<file path="src/rtl/fdpn_pkg.sv">
// Package: sizes, types and constants of the frame normalize core.
package fdpn_pkg;

    localparam int FRAME_LEN = 1024;
    localparam int SMP_W     = 16;
    localparam int IDX_W     = $clog2(FRAME_LEN);
    localparam int ADDR_W    = $clog2(2 * FRAME_LEN);
    localparam int SUM_W     = 17 + $clog2(FRAME_LEN);
    localparam int NUM_W     = SUM_W + 2;
    localparam int NMUL_W    = $clog2(FRAME_LEN + 1);
    localparam int DEN_W     = NMUL_W + 16;
    localparam int Q_W       = 17;
    localparam int CNT_W     = $clog2(Q_W + 1);

    localparam logic [Q_W-1:0]   Q_POS_MAX = Q_W'(32767);
    localparam logic [Q_W-1:0]   Q_NEG_LIM = Q_W'(32768);
    localparam logic [SMP_W-1:0] RES_POS_SAT = 16'h7FFF;
    localparam logic [SMP_W-1:0] RES_NEG_SAT = 16'h8000;

    typedef enum logic [2:0] {
        ST_IDLE,
        ST_MUL,
        ST_LOAD,
        ST_DIV,
        ST_OUT
    } t_state;

    typedef struct packed {
        logic [IDX_W-1:0]        idx;
        logic                    bank;
        logic                    last;
        logic                    ready;
        logic signed [SUM_W-1:0] held_sum;
        logic [SMP_W-1:0]        held_peak;
    } t_frame_info;

endpackage

</file>
<file path="src/rtl/fdpn_stats.sv">
// Frame bookkeeping: position, bank, running and held sum and peak.
module fdpn_stats
    import fdpn_pkg::*;
(
    input  logic                    i_clk,
    input  logic                    i_rst_n,
    input  logic                    i_accept,
    input  logic signed [SMP_W-1:0] i_sample,
    output t_frame_info             o_info
);

    logic [IDX_W-1:0]        r_idx;
    logic                    r_bank;
    logic                    r_ready;
    logic signed [SUM_W-1:0] r_run_sum;
    logic [SMP_W-1:0]        r_run_peak;
    logic signed [SUM_W-1:0] r_held_sum;
    logic [SMP_W-1:0]        r_held_peak;

    logic                    last;
    logic [SMP_W-1:0]        mag;
    logic signed [SUM_W-1:0] n_sum;
    logic [SMP_W-1:0]        n_peak;

    always_comb begin
        last   = (r_idx == IDX_W'(FRAME_LEN - 1));
        // -(-32768) wraps to 0x8000, read unsigned as 32768
        mag    = i_sample[SMP_W-1] ? SMP_W'(-i_sample) : i_sample;
        n_sum  = r_run_sum + {{(SUM_W-SMP_W){i_sample[SMP_W-1]}}, i_sample};
        n_peak = (mag > r_run_peak) ? mag : r_run_peak;
    end

    always_ff @(posedge i_clk) begin
        if (!i_rst_n) begin
            r_idx       <= '0;
            r_bank      <= 1'b0;
            r_ready     <= 1'b0;
            r_run_sum   <= '0;
            r_run_peak  <= '0;
            r_held_sum  <= '0;
            r_held_peak <= '0;
        end else if (i_accept) begin
            if (last) begin
                r_held_sum  <= n_sum;
                r_held_peak <= n_peak;
                r_run_sum   <= '0;
                r_run_peak  <= '0;
                r_bank      <= ~r_bank;
                r_ready     <= 1'b1;
                r_idx       <= '0;
            end else begin
                r_run_sum   <= n_sum;
                r_run_peak  <= n_peak;
                r_idx       <= r_idx + 1'b1;
            end
        end
    end

    assign o_info = '{idx: r_idx, bank: r_bank, last: last, ready: r_ready,
                      held_sum: r_held_sum, held_peak: r_held_peak};

endmodule

</file>
<file path="config.mk">
export PLATFORM = sky130hd
export DESIGN_NAME = fdpn_stats
export DESIGN_NICKNAME = d
export VERILOG_FILES = /design/src/rtl/fdpn_pkg.sv /design/src/rtl/fdpn_stats.sv
export SDC_FILE = /design/constraint.sdc
export NUM_CORES = 1
export LEC_CHECK = 0
export BUFFER_PORTS_ARGS = -buffer_cell sky130_fd_sc_hd__buf_2
export CORE_ASPECT_RATIO = 1.75
export CORE_MARGIN = 2
export CORE_UTILIZATION = 61
export CTS_BUF_LIST = sky130_fd_sc_hd__clkbuf_4
export DETAILED_ROUTE_END_ITERATION = 16
export MAX_ROUTING_LAYER = met4
export PLACE_DENSITY = 0.83
export SETUP_SLACK_MARGIN = 0.2
export SLEW_MARGIN = 25
export SYNTH_ARGS = -nofsm -noshare
export SYNTH_HDL_FRONTEND = slang
export SYNTH_SLANG_ARGS = --single-unit
</file>
<file path="constraint.sdc">
create_clock -name i_clk -period 4.42 [get_ports i_clk]
set_input_delay 1.105 -clock i_clk [delete_from_list [all_inputs] [get_ports i_clk]]
set_output_delay 1.105 -clock i_clk [all_outputs]
set_load 0.005 [all_outputs]
</file>
Yosys cells after proc, flatten, opt, wreduce, memory -nomap -nowiden
Cells that the tools add are included.
{ "word_totals": {"regBits": 98, "inputBits": 19, "output_inout_bits": 56, "elab_cells": 19} }
{ "classes": {"n_addsub": 3, "magnitude_cmp": 1, "eq_ne": 1, "mux": 5, "bitwise_logic": 1, "n_reduce_logical": 1} }
{ "op_table": {"columns": ["op", "n"], "rows": [
  ["$mux 16", 3],
  ["$add 27x27->27", 1],
  ["$mux 27", 1],
  ["$gt 16x16->1", 1],
  ["$neg 16->16", 1],
  ["$add 10x1->10 const B", 1],
  ["$eq 10x10->1 const B", 1],
  ["$mux 10", 1],
  ["$reduce_and 2->1", 1],
  ["$not 1->1", 1]
]} }

Logic depth before layout (Yosys ltp)
{ "logic_depth": {"ltp_word": 5, "ltp_mapped": 16, "mapped_depth_nobuf": 14} }

Worst setup path after synthesis
No wires, ideal clock.
{ "synth_timing": {"kind": "in2reg", "from": "input i_sample[4]", "to": "register r_held_peak[13]", "setup_ns": 0.142, "t_arrival_ns": 4.021, "required_time_ns": 4.278, "slack_ns": 0.258, "stages": 15, "n_path_buf": 2, "path_cell_list": "nor4_1 -> nand2_1 -> o41ai_1 -> xor2_1 -> inv_1 -> ha_1 -> a21o_1 -> a21o_1 -> a21oi_1 -> o22ai_1 -> a211o_1 -> nand2_1 -> clkbuf_1 -> buf_2 -> o311ai_0"} }
{ "synth_via": {"elab_chain_cells": 4} }
{ "synth_lines": {"columns": ["element", "line_no", "source"], "rows": [
  ["start, declared", "fdpn_stats.sv:8", "input logic signed [SMP_W-1:0] i_sample,"],
  ["$neg 16->16", "fdpn_stats.sv:28", "mag = i_sample[SMP_W-1] ? SMP_W'(-i_sample) : i_sample;"],
  ["$mux 16 (*)", "fdpn_stats.sv:28", null],
  ["$gt 16x16->1", "fdpn_stats.sv:30", "n_peak = (mag > r_run_peak) ? mag : r_run_peak;"],
  ["$mux 16 (*)", "fdpn_stats.sv:30", null],
  ["end signal, assigned", "fdpn_stats.sv:45", "r_held_peak <= n_peak;"],
  ["end, declared", "fdpn_stats.sv:18", "logic [SMP_W-1:0] r_held_peak;"]
]} }
Mark *: on every way between the ends. The rest lies on a longest branch, timed or not.
A chain may end at the register's enable or synchronous reset.

Worst setup path after layout
{ "layout_timing": {"from": "input i_sample[4]", "to": "register r_run_peak[5]"} }
{ "layout_via": {"elab_chain_cells": 5} }
{ "layout_lines": {"columns": ["element", "line_no", "source"], "rows": [
  ["$neg 16->16", "fdpn_stats.sv:28", null],
  ["$mux 16 (*)", "fdpn_stats.sv:28", null],
  ["$gt 16x16->1", "fdpn_stats.sv:30", null],
  ["$mux 16 (*)", "fdpn_stats.sv:30", null],
  ["$mux 16 (*)", "fdpn_stats.sv:43", "if (last) begin"],
  ["end signal, assigned", "fdpn_stats.sv:53", "r_run_peak <= n_peak;"],
  ["end, declared", "fdpn_stats.sv:16", "logic [SMP_W-1:0] r_run_peak;"]
]} }
Marked as above.

==> out/metrics.cfg <==
[run_status]
status = completed

[clock_tree]
cts.repair.resized = 0
cts.clk_slew.worst_paths_ps = 170
holdBufCountCts = 0
h-tree-depth = 3
cts_buffers = 9
tritoncts = built
ctsRootBufferMaster = clkbuf_4
post_cts_buffers = 0
insertion_delay_ps = 470
cts_buffer_depth = 2
cts.sinks = 98

[die]
die_w_um = 79.4
die_h_um = 136
io_pins = 75
initial_core_util = 0.620
design.die.area_sq_um = 10800
rows = 48
core_area_sq_um = 9790

[critical_path]
worst_setup_path_start_kind = primary input
arrival_ps = 4340
reg2reg_slack_ps = 1510
r2r_start = r_run_sum[0]
cp-end-kind = register
critPathKind = in2reg
r2r.worst_path.cells = 10
reg2reg_to = r_run_sum[26]
worst_ep_required_time_ps = 4790
critical_path_peak_fanout = 18

[routing]
drc = 0
vias = 6102
ant_nets = 0
routed_wl_um = 17500
drt_iter0_drc = 323
first_pass_iters = 4
via_per_inst = 6.42
drt-wirelength-per-cell_um = 18.4

[power]
power_uw = 2200
leakagePower_uw = 0.00282
powerDensity_nw_per_um2 = 327
max-vdd-ir-drop_uv = 241

[grt]
antenna_found_initial = 1
gr-usage-all-layers = 0.341
grt_pass1_vias = 5869
grt_max_degree = 57
grt_first_pass_wirelength_um = 28200
overflow = 0

[placed_design]
portBuffers = 74
dp_slack_ps = -25.8
place_congestion = 0.966
place_area_sq_um = 6590
post-dp-hpwl_um = 12800

[logic_synthesis]
ys_ff_latch = 98
yosysWarnings = 0
async_flop_share = 0
synth_area_sq_um = 6070
ys.flop_type = dfxtp_1
syn-instance-count = 761
synth_nets = 825
synth_edf_count = 0
ys_types = 60
ys_seq_area_frac = 0.323
syn_avg_cell_area_sq_um = 7.97

[hold_path]
holdPathStages = 2
hold_path.class = reg2reg
worstHoldStart = r_held_sum[10]
min_to = r_held_sum[10]

[finish]
drive_above_1_share = 0.147
layout.nets = 883
n_fill_cell = 850
final_cell_area_sq_um = 6720
area_delta_synth_final_pct = 10.7
finish.utilization = 0.686
ff_latch_area_sq_um = 1960
multi_input_area_sq_um = 3760

[timing]
rsz0062_at_grt = no
maxSlewHeadroom = 0.386
finalSetupViolCount = 0
fin_setup_tns_ps = 0
clock_skew_ps = 20.2
min_period_over_period = 0.897
fmax_mhz = 252
fin_ws_ps = 457
worst_slew_pin_slew_ps = 918
period_minus_slack_ps = 3960
final_max_slew_viol_count = 0
hold_viol = 0

[run]
cap_violations = 0

==> kinds of logic (layout without fill, tap and decap cells) <==
group                      after synthesis  in the layout  share of synthesized area
AOI/OAI and AO/OA                      233            233                      0.260
xor gates and xnor gates                38             38                     0.0548
adders and majority gates               45             45                     0.0940
buffers and inverters                   87            150                     0.0575
DFF                                     98             98                      0.323
muxes                                    2              2                    0.00330
other                                    0              1                          0
and+or+nand+nor                        258            258                      0.207
==> report_power, final <==
| group | internal (uW) | total (uW) | leakage [uW] | switching (uW) |
|---|---|---|---|---|
| logic | 284 | 742 | 0.00195 | 458 |
| registers | 944 | 986 | 0.000797 | 42.1 |
| clock network | 127 | 468 | 0.0000732 | 341 |
==> cell usage after synthesis (all sizes together) (5+ instances only) <==
cell type  number  area [sq um]
ha             44           551
buf             9          52.6
o2111ai        26           228
nor3            8          40.0
dfxtp          98          1960
o31ai          11          82.6
nand4           9          56.3
or3            20           125
and3            7          43.8
nand2b         14          87.6
o21a            5          37.5
o211ai         12          90.1
clkbuf         40           154
o311ai         20           175
a21o           16           120
a31oi          13          87.6
xor2           19           166
nand2          82           308
xnor2          19           166
nand3          45           230
inv            38           143
o21ai          39           195
nor2b           8          50.1
nor2           45           169
a21oi          61           305
==> final cells by class <==
type | count | area share
antenna | 1 | 0.000373
clock buffer | 9 | 0.0101
clock inverter | 7 | 0.00894
inverter | 38 | 0.0212
multi-input combinational | 576 | 0.561
sequential | 98 | 0.292
tap | 125 | 0.0233
timing repair buffer | 96 | 0.0835
==> flip-flops by register name, indices dropped and copies added (netlist names) <==
signal       cells
r_idx           10
r_run_sum       27
r_held_sum      27
r_ready          1
r_run_peak      16
r_held_peak     16
r_bank           1
==> metal layers <==
metal / share of wire / vias to the layer above / global-route usage
met5: 0 / - / -
met4: 0.045 / 0 / 0.159
met3: 0.047 / 68 / 0.0432
met2: 0.52 / 229 / 0.608
met1: 0.39 / 2885 / 0.370
li1: - / 2920 / -
==> critical path: stages <==
cell and delay (ps):
buf_2 130, nor4_1 280, buf_4 170, nand2_1 60
o41ai_1 330, xor2_1 390, inv_1 90, ha_1 310
nand4_1 110, or2_2 300, nor2_1 240, a211o_1 190
nand2_1 70, buf_4 210, o311ai_0 360
==> placed cells by master (no fill, tap or decap), types with 20 or more instances in the layout <==
master	count
a21oi_1	61
or3_1	20
o311ai_0	20
dfxtp_1	98
o21ai_0	37
inv_1	37
buf_4	20
buf_2	74
nand3_1	44
nand2_1	82
ha_1	44
o2111ai_1	26
nor2_1	44
==> how the worst max path moves through the flow <==
stage	startpoint	endpoint	slack, ps	depth (start not counted)
floorplan	i_sample[4]	r_held_peak[13]	260	15
global placement	i_sample[4]	r_run_peak[5]	100	16
detailed placement	i_sample[4]	r_run_peak[5]	-30	15
CTS	i_sample[4]	r_run_peak[5]	470	15
global route	i_sample[4]	r_run_peak[5]	200	15
finish	i_sample[4]	r_run_peak[5]	460	15
==> through the flow <==
stage,hold WS (ps),cells
global placement,432,933
finish,463,950
CTS,464,949
detailed placement,442,933
floorplan,429,761
global route,477,950
No activity file was read; power rests on OpenSTA's default activity.
