===== src/rtl/fdpn_pkg.sv =====
// Package: sizes, types and constants of the frame normalize core.
package fdpn_pkg;

    localparam int FRAME_LEN = 1024;
    localparam int SMP_W     = 16;
    localparam int IDX_W     = $clog2(FRAME_LEN);
    localparam int ADDR_W    = $clog2(2 * FRAME_LEN);
    localparam int SUM_W     = 17 + $clog2(FRAME_LEN);
    localparam int NUM_W     = SUM_W + 2;
    localparam int NMUL_W    = $clog2(FRAME_LEN + 1);
    localparam int DEN_W     = NMUL_W + 16;
    localparam int Q_W       = 17;
    localparam int CNT_W     = $clog2(Q_W + 1);

    localparam logic [Q_W-1:0]   Q_POS_MAX = Q_W'(32767);
    localparam logic [Q_W-1:0]   Q_NEG_LIM = Q_W'(32768);
    localparam logic [SMP_W-1:0] RES_POS_SAT = 16'h7FFF;
    localparam logic [SMP_W-1:0] RES_NEG_SAT = 16'h8000;

    typedef enum logic [2:0] {
        ST_IDLE,
        ST_MUL,
        ST_LOAD,
        ST_DIV,
        ST_OUT
    } t_state;

    typedef struct packed {
        logic [IDX_W-1:0]        idx;
        logic                    bank;
        logic                    last;
        logic                    ready;
        logic signed [SUM_W-1:0] held_sum;
        logic [SMP_W-1:0]        held_peak;
    } t_frame_info;

endpackage


===== src/rtl/fdpn_divider.sv =====
// Serial restoring divider, one quotient bit per cycle, Q1.15 saturation.
module fdpn_divider
    import fdpn_pkg::*;
(
    input  logic                    i_clk,
    input  logic                    i_rst_n,
    input  logic                    i_start,
    input  logic signed [NUM_W-1:0] i_num,
    input  logic [DEN_W-1:0]        i_den,
    output logic                    o_done,
    output logic signed [SMP_W-1:0] o_result
);

    logic [DEN_W-1:0] r_rem;
    logic [DEN_W-1:0] r_den;
    logic [Q_W-1:0]   r_low;
    logic [Q_W-1:0]   r_q;
    logic [CNT_W-1:0] r_cnt;
    logic             r_neg;
    logic             r_zero;
    logic             r_done;

    logic [NUM_W-1:0] mag;
    logic [DEN_W:0]   trial;
    logic [DEN_W:0]   diff;
    logic             ge;

    always_comb begin
        mag   = i_num[NUM_W-1] ? NUM_W'(-i_num) : NUM_W'(i_num);
        trial = {r_rem, r_low[Q_W-1]};
        diff  = trial - {1'b0, r_den};
        ge    = (trial >= {1'b0, r_den});
    end

    // Dividend is mag * 2^15; quotient stays below 2^17, so mag >> 2 < den
    always_ff @(posedge i_clk) begin
        if (!i_rst_n) begin
            r_cnt  <= '0;
            r_done <= 1'b0;
        end else if (i_start) begin
            r_rem  <= mag[DEN_W+1:2];
            r_low  <= {mag[1:0], 15'b0};
            r_q    <= '0;
            r_den  <= i_den;
            r_neg  <= i_num[NUM_W-1];
            r_zero <= (i_den == '0);
            r_cnt  <= CNT_W'(Q_W);
            r_done <= 1'b0;
        end else begin
            r_done <= (r_cnt == CNT_W'(1));
            if (r_cnt != '0) begin
                r_rem <= ge ? diff[DEN_W-1:0] : trial[DEN_W-1:0];
                r_q   <= {r_q[Q_W-2:0], ge};
                r_low <= {r_low[Q_W-2:0], 1'b0};
                r_cnt <= r_cnt - 1'b1;
            end
        end
    end

    always_comb begin
        if (r_zero) begin
            o_result = '0;
        end else if (r_neg) begin
            o_result = (r_q >= Q_NEG_LIM) ? RES_NEG_SAT : SMP_W'(Q_W'(0) - r_q);
        end else begin
            o_result = (r_q >= Q_POS_MAX) ? RES_POS_SAT : r_q[SMP_W-1:0];
        end
    end

    assign o_done = r_done;

endmodule


===== config.mk =====
export PLATFORM = sky130hd
export DESIGN_NAME = fdpn_divider
export DESIGN_NICKNAME = d
export VERILOG_FILES = /design/src/rtl/fdpn_pkg.sv /design/src/rtl/fdpn_divider.sv
export SDC_FILE = /design/constraint.sdc
export NUM_CORES = 1
export LEC_CHECK = 0
export BUFFER_PORTS_ARGS = -buffer_cell sky130_fd_sc_hd__buf_4
export CORE_MARGIN = 3
export CORE_UTILIZATION = 40
export CTS_CLUSTER_DIAMETER = 150
export CTS_CLUSTER_SIZE = 28
export DETAILED_ROUTE_END_ITERATION = 6
export PLACE_DENSITY = 0.57
export RECOVER_POWER = 100
export SYNTH_ARGS = -nofsm -noshare
export SYNTH_HDL_FRONTEND = slang
export SYNTH_SLANG_ARGS = --single-unit
export TNS_END_PERCENT = 1

===== constraint.sdc =====
create_clock -name i_clk -period 3.7 [get_ports i_clk]
set_clock_uncertainty 0.2 [all_clocks]
set_input_delay 0.37 -clock i_clk [delete_from_list [all_inputs] [get_ports i_clk]]
set_output_delay 0.37 -clock i_clk [all_outputs]
set_load 0.05 [all_outputs]

Word level (Yosys, flattened, before mapping):

Cells that the tools add are included.

* output and inout bits: 17
* bits in registers: 95
* memories kept: 0
* RAM bits: 0
* latch bits: 0
* ROM bits: 0
* word-level logic and storage cells: 38
* input bits: 59

* add/sub/neg operators: 4
* multipliers: 0
* equality and inequality tests: 1
* shift-type cells: 0
* muxes and demuxes: 13
* divide/modulo/power cells: 0
* $lt $le $gt $ge: 3
* reductions and logical operators: 6
* bitwise gates (word level): 1

Operators with widths (count)
* $mux 27: 3
* $mux 16: 4
* $mux 17: 3
* $mux 29: 1
* $neg 29->29: 1
* $ge 28x27->1: 1
* $logic_not 27->1: 1
* $sub 27x27->27: 1
* $ge 17x15->1 const B: 1
* $ge 17x16->1 const B: 1
* $sub 1x16->16 const A: 1
* $mux 5: 2
* $eq 5x1->1 const B: 1
* $reduce_bool 5->1: 1
* $sub 5x1->5 const B: 1
* $reduce_and 2->1: 2
* $reduce_bool 2->1: 1
* $reduce_or 2->1: 1
* $not 1->1: 1

Longest topological paths before layout:

* word-level depth: 4
* mapped depth: 12
* depth with buffers taken out: 11

Least setup slack after synthesis:

OpenSTA, ideal clock, no wires.

* path kind: register to output
* start point: reg r_q[0]
* end point: out o_result[14]
* path buffers: 0
* data required time: 3.130 ns
* slack: -0.433 ns
* stages on the path, launching flop included: 11
* arrival time: 3.563 ns
* path through: edfxtp_1 -> inv_1 -> ha_1 -> or3b_4 -> or3_4 -> or3_4 -> or3_4 -> or3_4 -> o41ai_2 -> nand2_1 -> a31oi_1

* word-level cells in the longest chain between the ends: 4
* elaborated cells on any way between the ends: 7
* those cells by class: add/sub (1); order compare (2); mux (4)

Ends and longest elaborated chain
* start, declared: RTL line fdpn_divider.sv:17 `logic [Q_W-1:0] r_q;`
* start signal, assigned: RTL line fdpn_divider.sv:53 `r_q <= {r_q[Q_W-2:0], ge};`
* $sub 1x16->16 (tied with other cells): RTL line fdpn_divider.sv:64 `o_result = (r_q >= Q_NEG_LIM) ? RES_NEG_SAT : SMP_W'(Q_W'(0) - r_q);`
* $mux 16 (on tied branches): RTL line fdpn_divider.sv:64, fdpn_divider.sv:66
* $mux 16 (*): RTL line fdpn_divider.sv:63 `end else if (r_neg) begin`
* $mux 16 (*): RTL line fdpn_divider.sv:61 `if (r_zero) begin`
* end, declared: RTL line fdpn_divider.sv:11 `output logic signed [SMP_W-1:0] o_result`

Every way passes the cells marked *; elsewhere a longest branch is shown, timed or not.

Worst setup path in the final report:

Same ends and word-level chain as after synthesis.

==> impl_metrics.env <==
export IMPL_port_buffer_count=75
export IMPL_routed_wl_mm=16.17
export IMPL_drv_cap=1
export IMPL_status="finished, violations left"
export IMPL_hpwl_mm=11.94
export IMPL_grt_overflow=0
export IMPL_cp_arrival_ns=3.42
export IMPL_ys_async_sr_fraction=0
export IMPL_worst_path_buf_inv=2
export IMPL_final_cell_mix="75 x edfxtp_1, 56 x nand2_1, 45 x nor2_1"
export IMPL_dp_slack_ns=0.005839
export IMPL_p_per_area_nw_per_um2=536.2
export IMPL_final_nets=838
export IMPL_worst_pin_slew_ns=1.859
export IMPL_synth_cells=652
export IMPL_num_vias=5252
export IMPL_syn_nets=745
export IMPL_path_clk_slew_ns=0.06
export IMPL_grt_max_degree=61
export IMPL_core_area_sq_um=14640
export IMPL_startpoint_type="register"
export IMPL_path_delay_family="simple AND/OR/NAND/NOR gates"
export IMPL_final_common_cell="edfxtp_1"
export IMPL_path_class="register to output pin"
export IMPL_cts_sinks=81
export IMPL_root_buffer="clkbuf_16"
export IMPL_fp_row_count=44
export IMPL_routedWlPerCell_um=17.31
export IMPL_min_path_type="input pin to register"
export IMPL_syn_area_sq_um=6017
export IMPL_maxSlewViolCount=31
export IMPL_ios=76
export IMPL_cts_tree="done"
export IMPL_layout_setup_ws_ns=-0.2871
export IMPL_synth_seq_area_share=0.3943
export IMPL_fmax_mhz=250.8
export IMPL_drtIter0Drc=356
export IMPL_antenna_found_initial=0
export IMPL_initial_utilization=0.4109
export IMPL_grt_pass1_vias=5066
export IMPL_syn_area_per_cell_sq_um=9.229
export IMPL_slew_headroom=-0.2391
export IMPL_num_antenna_cells=0
export IMPL_layout_drive_gt1_share=0.1453
export IMPL_grt_usage=0.1978
export IMPL_violations="max-capacitance violations, max-slew violations, negative setup slack"
export IMPL_drc_errors=0
export IMPL_numCtsBuffers=9
export IMPL_slowest_delay_ns=0.40
export IMPL_die_w_um=128.7
export IMPL_fin_area_sq_um=7291
export IMPL_power_mw=3.909
export IMPL_synth_edf_count=75
export IMPL_dpl_cell_area_sq_um=6858
export IMPL_crit_fanout=4
export IMPL_yosysWarnings=0
export IMPL_setup_violations=2
export IMPL_cp_common_cell="or3_4"
export IMPL_vias_per_cell=5.623
export IMPL_clockBufferDepth=2
export IMPL_area_growth_pct=21.17
export IMPL_ys_flop_type="edfxtp_1"
export IMPL_hold_viol=0
export IMPL_die_h_um=128.7
export IMPL_ys_ff_latch=81
export IMPL_num_fill_cells=1405
export IMPL_first_pass_iters=4
export IMPL_path_cells="inv_2, ha_4, or3b_4, or3_4, or3_4, or3_4, or3_4, o31ai_1, a31oi_4, buf_6"
export IMPL_required_ns=3.13
export IMPL_synth_distinct_cells=61
export IMPL_postCtsSetupRepairBufs=0
export IMPL_fin_util=0.4979
export IMPL_vdd_ir_drop_max_mv=0.2313
export IMPL_rsz0062_at_grt="yes"
export IMPL_fin_crit_sh=1.078
export IMPL_die_area_sq_um=16550
export IMPL_gp_congestion=0.9583
export IMPL_period_minus_slack_ns=3.987
export IMPL_h_tree_depth=3
export IMPL_ant_nets=0
export IMPL_p_leak_nw=2.943
export IMPL_grt_pass1_wl_mm=25.92
export IMPL_endpoint_kind="output pin"
export IMPL_crit_slowest_cell="edfxtp_1"
export IMPL_clk_insertion_delay_late_ns=0.35
-- sequential cells by signal (all words and copies together) (netlist names) --
name and flops:
r_cnt 5, r_zero 1, r_neg 1, r_q 17, r_low 2, o_done 1
r_den 27, r_rem 27
-- cell usage after synthesis, types with 15 or more instances --
library cell	n	area, sq um
ha_1	33	412.9
clkbuf_1	25	93.84
nand2_1	56	210.2
o31ai_1	15	112.6
mux2i_1	26	260.3
nor2_1	45	168.9
xnor2_1	31	271.5
xor2_1	21	183.9
inv_1	41	153.9
a21oi_1	39	195.2
nor2b_1	20	125.1
nor3_1	19	95.09
o21ai_0	43	215.2
edfxtp_1	75	2252
-- through the flow --
step                      hold WS (ns)  setup TNS [ns]  instances
final                          0.04155         -0.4915        934
after global routing           0.02943         -0.9716        934
after CTS                    0.0003150         -0.6074        933
after detailed placement        0.3291               0        897
after global placement          0.3144               0        897
after floorplan                 0.2689        -0.05468        652
-- power by group --
group / leakage (nW) / internal (mW) / switching [mW]
clock network: 0.150 / 0.592 / 0.368
logic: 2.02 / 0.696 / 0.939
registers: 0.773 / 1.21 / 0.106
-- final timing paths --
path,start,to,slack [ns],cells past startpoint
max,r_q[0]$_SDFFCE_PP0P_,o_result[14],-0.29,10
min,i_den[17],r_den[17]$_DFFE_PP_,0.04,1
max reg2reg,r_den[12]$_DFFE_PP_,r_rem[26]$_DFFE_PP_,0.24,11
min reg2reg,r_cnt[1]$_SDFFE_PP0P_,r_cnt[1]$_SDFFE_PP0P_,0.33,1
-- repair_timing --
item	in CTS	in global routing
pin swaps	1	1
endpoints found under the setup margin	2	4
gates resized for setup	2	5
cloned	0	0
hold buffers	20	1
endpoints found under the hold margin	20	1
-- logic make-up after synthesis --
kind of cell / after synthesis / synth area share
simple gates: 217 / 0.1855
flops: 81 / 0.3943
compound gates: 171 / 0.1836
fa+ha+maj: 34 / 0.07195
buf+inv: 70 / 0.04388
mux: 27 / 0.04512
xor+xnor: 52 / 0.07569
-- layer usage --
layer | wire, um | vias up | global-route usage
li1 | - | 2590 | -
met1 | 7896 | 2506 | 0.2787
met2 | 7347 | 136 | 0.3098
met3 | 656 | 20 | 0.04151
met4 | 269 | 0 | 0.05312
met5 | 0 | - | 0
-- final cells by class --
| class | instances | area, sq um | share of cell area |
|---|---|---|---|
| multi-input cells | 501 | 3412 | 0.4680 |
| flip-flops and latches | 81 | 2372 | 0.3254 |
| repair buffers | 111 | 808.3 | 0.1109 |
| clock buffers | 11 | 232.7 | 0.03192 |
| well taps | 184 | 230.2 | 0.03158 |
| inverters | 41 | 153.9 | 0.02111 |
| clock inverters | 5 | 81.33 | 0.01115 |
Power figures use the tool's default switching activity.
